**config.mk**
```make
export PLATFORM = sky130hd
export DESIGN_NAME = lsbt_cell
export DESIGN_NICKNAME = d
export VERILOG_FILES = /design/src/sv/lsbt_pkg.sv /design/src/sv/lsbt_cell.sv
export SDC_FILE = /design/constraint.sdc
export NUM_CORES = 1
export LEC_CHECK = 0
export BUFFER_PORTS_ARGS = -buffer_cell sky130_fd_sc_hd__buf_2
export CAP_MARGIN = 20
export CORE_AREA = 2 2 152 154
export DETAILED_ROUTE_END_ITERATION = 8
export DIE_AREA = 0 0 154 156
export GPL_ROUTABILITY_DRIVEN = 0
export MAX_ROUTING_LAYER = met4
export SLEW_MARGIN = 15
export SYNTH_ARGS = -nofsm -noshare
export SYNTH_HDL_FRONTEND = slang
export SYNTH_SLANG_ARGS = --single-unit
```
**constraint.sdc**
```tcl
create_clock -name clk -period 4.8 [get_ports clk]
set_clock_uncertainty 0.1 [all_clocks]
set_input_delay 0.24 -clock clk [delete_from_list [all_inputs] [get_ports clk]]
set_output_delay 0.24 -clock clk [all_outputs]
set_load 0.005 [all_outputs]
```
**src/sv/lsbt_pkg.sv**
```systemverilog
// Shared types and constants for the lidar segment box tracker.
// Depends on nothing; every other file imports it.
`default_nettype none
package lsbt_pkg;

  localparam int COORD_W = 16;
  localparam int DEF_TABLE_DEPTH = 16;
  localparam int DEF_LOST_TIMEOUT_MS = 1000;
  localparam int DEF_MIN_EXTENT_MM = 100;
  localparam int CFG_IDX_W = 3;
  localparam int CFG_DATA_W = 16;

  localparam logic [1:0] KIND_START  = 2'd0;
  localparam logic [1:0] KIND_POINT  = 2'd1;
  localparam logic [1:0] KIND_END    = 2'd2;
  localparam logic [1:0] KIND_UNUSED = 2'd3;

  localparam logic [CFG_IDX_W-1:0] REG_GAP     = 3'd0;
  localparam logic [CFG_IDX_W-1:0] REG_MINPTS  = 3'd1;
  localparam logic [CFG_IDX_W-1:0] REG_WALL    = 3'd2;
  localparam logic [CFG_IDX_W-1:0] REG_STAB    = 3'd3;
  localparam logic [CFG_IDX_W-1:0] REG_SEP     = 3'd4;

  typedef struct packed {
    logic [1:0]                 kind;
    logic signed [COORD_W-1:0]  x_mm;
    logic signed [COORD_W-1:0]  y_mm;
    logic [31:0]                now_ms;
  } in_word_t;

  typedef struct packed {
    logic signed [COORD_W-1:0]  center_x_mm;
    logic signed [COORD_W-1:0]  center_y_mm;
    logic [COORD_W-1:0]         width_mm;
    logic [COORD_W-1:0]         height_mm;
    logic                       is_stable;
    logic                       last_entry;
  } out_word_t;

  typedef struct packed {
    logic signed [COORD_W-1:0] x0;
    logic signed [COORD_W-1:0] x1;
    logic signed [COORD_W-1:0] y0;
    logic signed [COORD_W-1:0] y1;
  } box_t;

  typedef struct packed {
    box_t        box;
    logic [31:0] born_ms;
    logic [31:0] seen_ms;
    logic        stable;
  } entry_t;

  typedef enum logic [3:0] {
    S_IDLE, S_PT, S_CLOSE, S_WALK, S_SEP, S_DEC, S_FIN, S_AGE, S_EMIT
  } state_t;

endpackage
`default_nettype wire

```
**src/sv/lsbt_cell.sv**
```systemverilog
// One slot of the tracking chain: holds an entry and takes its neighbour's on a shift.
// Depends on lsbt_pkg.
`default_nettype none
module lsbt_cell #(
  parameter int IW = 4,
  parameter int IDX = 0
) (
  input  wire                  clk,
  input  wire                  shift,
  input  wire                  wen,
  input  wire [IW-1:0]         wpos,
  input  lsbt_pkg::entry_t     nbr,
  input  lsbt_pkg::entry_t     wdata,
  output lsbt_pkg::entry_t     q
);
  import lsbt_pkg::*;

  localparam logic [IW-1:0] MY_POS = IW'(IDX);

  always_ff @(posedge clk) begin
    if (wen && wpos == MY_POS) begin
      q <= wdata;
    end else if (shift) begin
      q <= nbr;
    end
  end

endmodule
`default_nettype wire

```
==> impl_metrics.env <==
export IMPL_status="finished clean"
export IMPL_cp_top_family="simple AND/OR/NAND/NOR gates"
export IMPL_drtIter0Drc=113
export IMPL_die_area_um2=24020
export IMPL_synth_top_cell_area_share=0.6622
export IMPL_min_from="nbr[100]"
export IMPL_tns_ps=0
export IMPL_post_cts_buffers=0
export IMPL_wirelength_um=15110
export IMPL_worst_pin_slew_ps=884.4
export IMPL_slowest_stage="nand2b_4"
export IMPL_fmax_ghz=0.4070
export IMPL_fin_crit_sh=0.5119
export IMPL_antenna_found_initial=0
export IMPL_hold_class="in -> reg"
export IMPL_final_area_um2=8810
export IMPL_most_common_layout_cells="buf_2, edfxtp_1, mux2_4"
export IMPL_slew_headroom=0.4104
export IMPL_clk_root_buffer_cell="clkbuf_16"
export IMPL_path_buf_inv=2
export IMPL_ys_seq_elements=129
export IMPL_ys_top_cells_by_area="edfxtp_1, mux2_4, mux2_2"
export IMPL_final_common_cell="buf_2"
export IMPL_peakVddDrop_uv=213.0
export IMPL_p_leak_nw=4.264
export IMPL_setup_worst_path_end_class="flip-flop"
export IMPL_vias=3940
export IMPL_core_area_um2=22370
export IMPL_crit_path_start_kind="input port"
export IMPL_required_ps=4770
export IMPL_setup_viol=0
export IMPL_top_register="q"
export IMPL_final_antenna_net_count=0
export IMPL_rsz0062_at_grt="false"
export IMPL_via_per_inst=4.012
export IMPL_finalWorstSetupSlack_ps=2343
export IMPL_cts_buffers=17
export IMPL_dp_slack_ps=1830
export IMPL_wl_per_cell_um=15.39
export IMPL_powerDensity_nw_per_um2=359.3
export IMPL_reg_top3="q x129"
export IMPL_whs_path_depth=2
export IMPL_synth_fp_nets=540
export IMPL_power_mw=3.165
export IMPL_synth_cell_types=9
export IMPL_drv_slew=0
export IMPL_post_dp_cell_area_um2=8088
export IMPL_grt_total_usage=0.1249
export IMPL_grt_first_pass_wirelength_um=21740
export IMPL_hpwl_um=11590
export IMPL_hold_viol_final=0
export IMPL_netlist_instances=275
export IMPL_fp_dieH_um=156
export IMPL_max_stage_delay_ps=750
export IMPL_start_util=0.2615
export IMPL_antenna_cells=0
export IMPL_ioPinCount=394
export IMPL_portBuffers=393
export IMPL_cts_buffer_depth=2
export IMPL_timing_max_cap_violations=0
export IMPL_cts_clk_slew_worst_paths_ps=60
export IMPL_synthesis_area_um2=5849
export IMPL_cts_tree="yes"
export IMPL_yosysWarnings=0
export IMPL_synth_seq_area_share=0.6622
export IMPL_critical_path_arrival_ps=2420
export IMPL_dr_pass1_iters=4
export IMPL_worstHoldEndpoint="q[100]$_DFFE_PP_"
export IMPL_grt_max_degree=69
export IMPL_rows=55
export IMPL_final_nets=949
export IMPL_hold_ws_ps=24.35
export IMPL_syn_to_final_growth_pct=50.61
export IMPL_drc_errors=0
export IMPL_cts_sinks=129
export IMPL_cts_resized=0
export IMPL_crit_type="in -> reg"
export IMPL_cp_cell_sequence="buf_2 -> nor4_1 -> nand2_4 -> nand2b_4 -> buf_12"
export IMPL_overflow=0
export IMPL_h_tree_depth=4
export IMPL_fin_crit_ps=2457
export IMPL_grt_pass1_vias=3937
export IMPL_synth_avg_cell_area_um2=21.27
export IMPL_drive_gt1_frac=0.7977
export IMPL_path_max_fanout=68
export IMPL_die_x_um=154
export IMPL_largest_reg_flops=129
export IMPL_synth_top_area_cell="edfxtp_1"
cell families after synthesis:
kind of cell | share of synthesized area
mux | 0.3119
flops | 0.6622
buf+inv | 0.02310
simple gates | 0.002782
layout make-up:
cell class,instances,area [um^2]
flip-flops and latches,129,3874
fillers,2106,13560
clock buffers,19,432.9
multi-input cells,132,1856
clock inverters,13,209.0
well taps,285,356.6
repair buffers,404,2082
synthesized netlist by cell type (all sizes together):
library cell	n
nand2b	1
edfxtp	129
nor4	1
nand2	1
mux2	129
buf	14
per-layer routing:
metal / routed length, um / up-vias / GRT usage
met5: 0 / - / -
met4: 297 / 0 / 0.05251
met3: 1254 / 16 / 0.04278
met2: 7976 / 229 / 0.2217
met1: 5583 / 1791 / 0.1257
li1: - / 1904 / -
stage by stage:
step                        util  instances
after floorplan                -        275
after global placement    0.3616        942
after detailed placement  0.3616        942
after CTS                 0.3926        979
after global routing      0.3939        982
final                     0.3939        982
worst max-delay path by stage:
| stage | depth (start not counted) | to | start | slack [ps] |
|---|---|---|---|---|
| final | 5 | q[117]$_DFFE_PP_ | wpos[1] | 2340 |
| after CTS | 5 | q[77]$_DFFE_PP_ | wpos[1] | 2270 |
| after detailed placement | 5 | q[71]$_DFFE_PP_ | wpos[1] | 1830 |
| after floorplan | 5 | q[0]$_DFFE_PP_ | wpos[1] | 290 |
| after global routing | 5 | q[117]$_DFFE_PP_ | wpos[1] | 2140 |
| after global placement | 5 | q[76]$_DFFE_PP_ | wpos[1] | 1880 |
power breakdown:
| part | switching (mW) | internal [mW] |
|---|---|---|
| combinational | 0.142 | 0.224 |
| clock | 0.495 | 0.924 |
| sequential | 0.0223 | 1.36 |
timing repair:
item                       CTS  global route
setup endpoints to repair    0             0
hold buffers                 5             3
hold endpoints to repair     5             3
(Power assumes the default switching activity.)
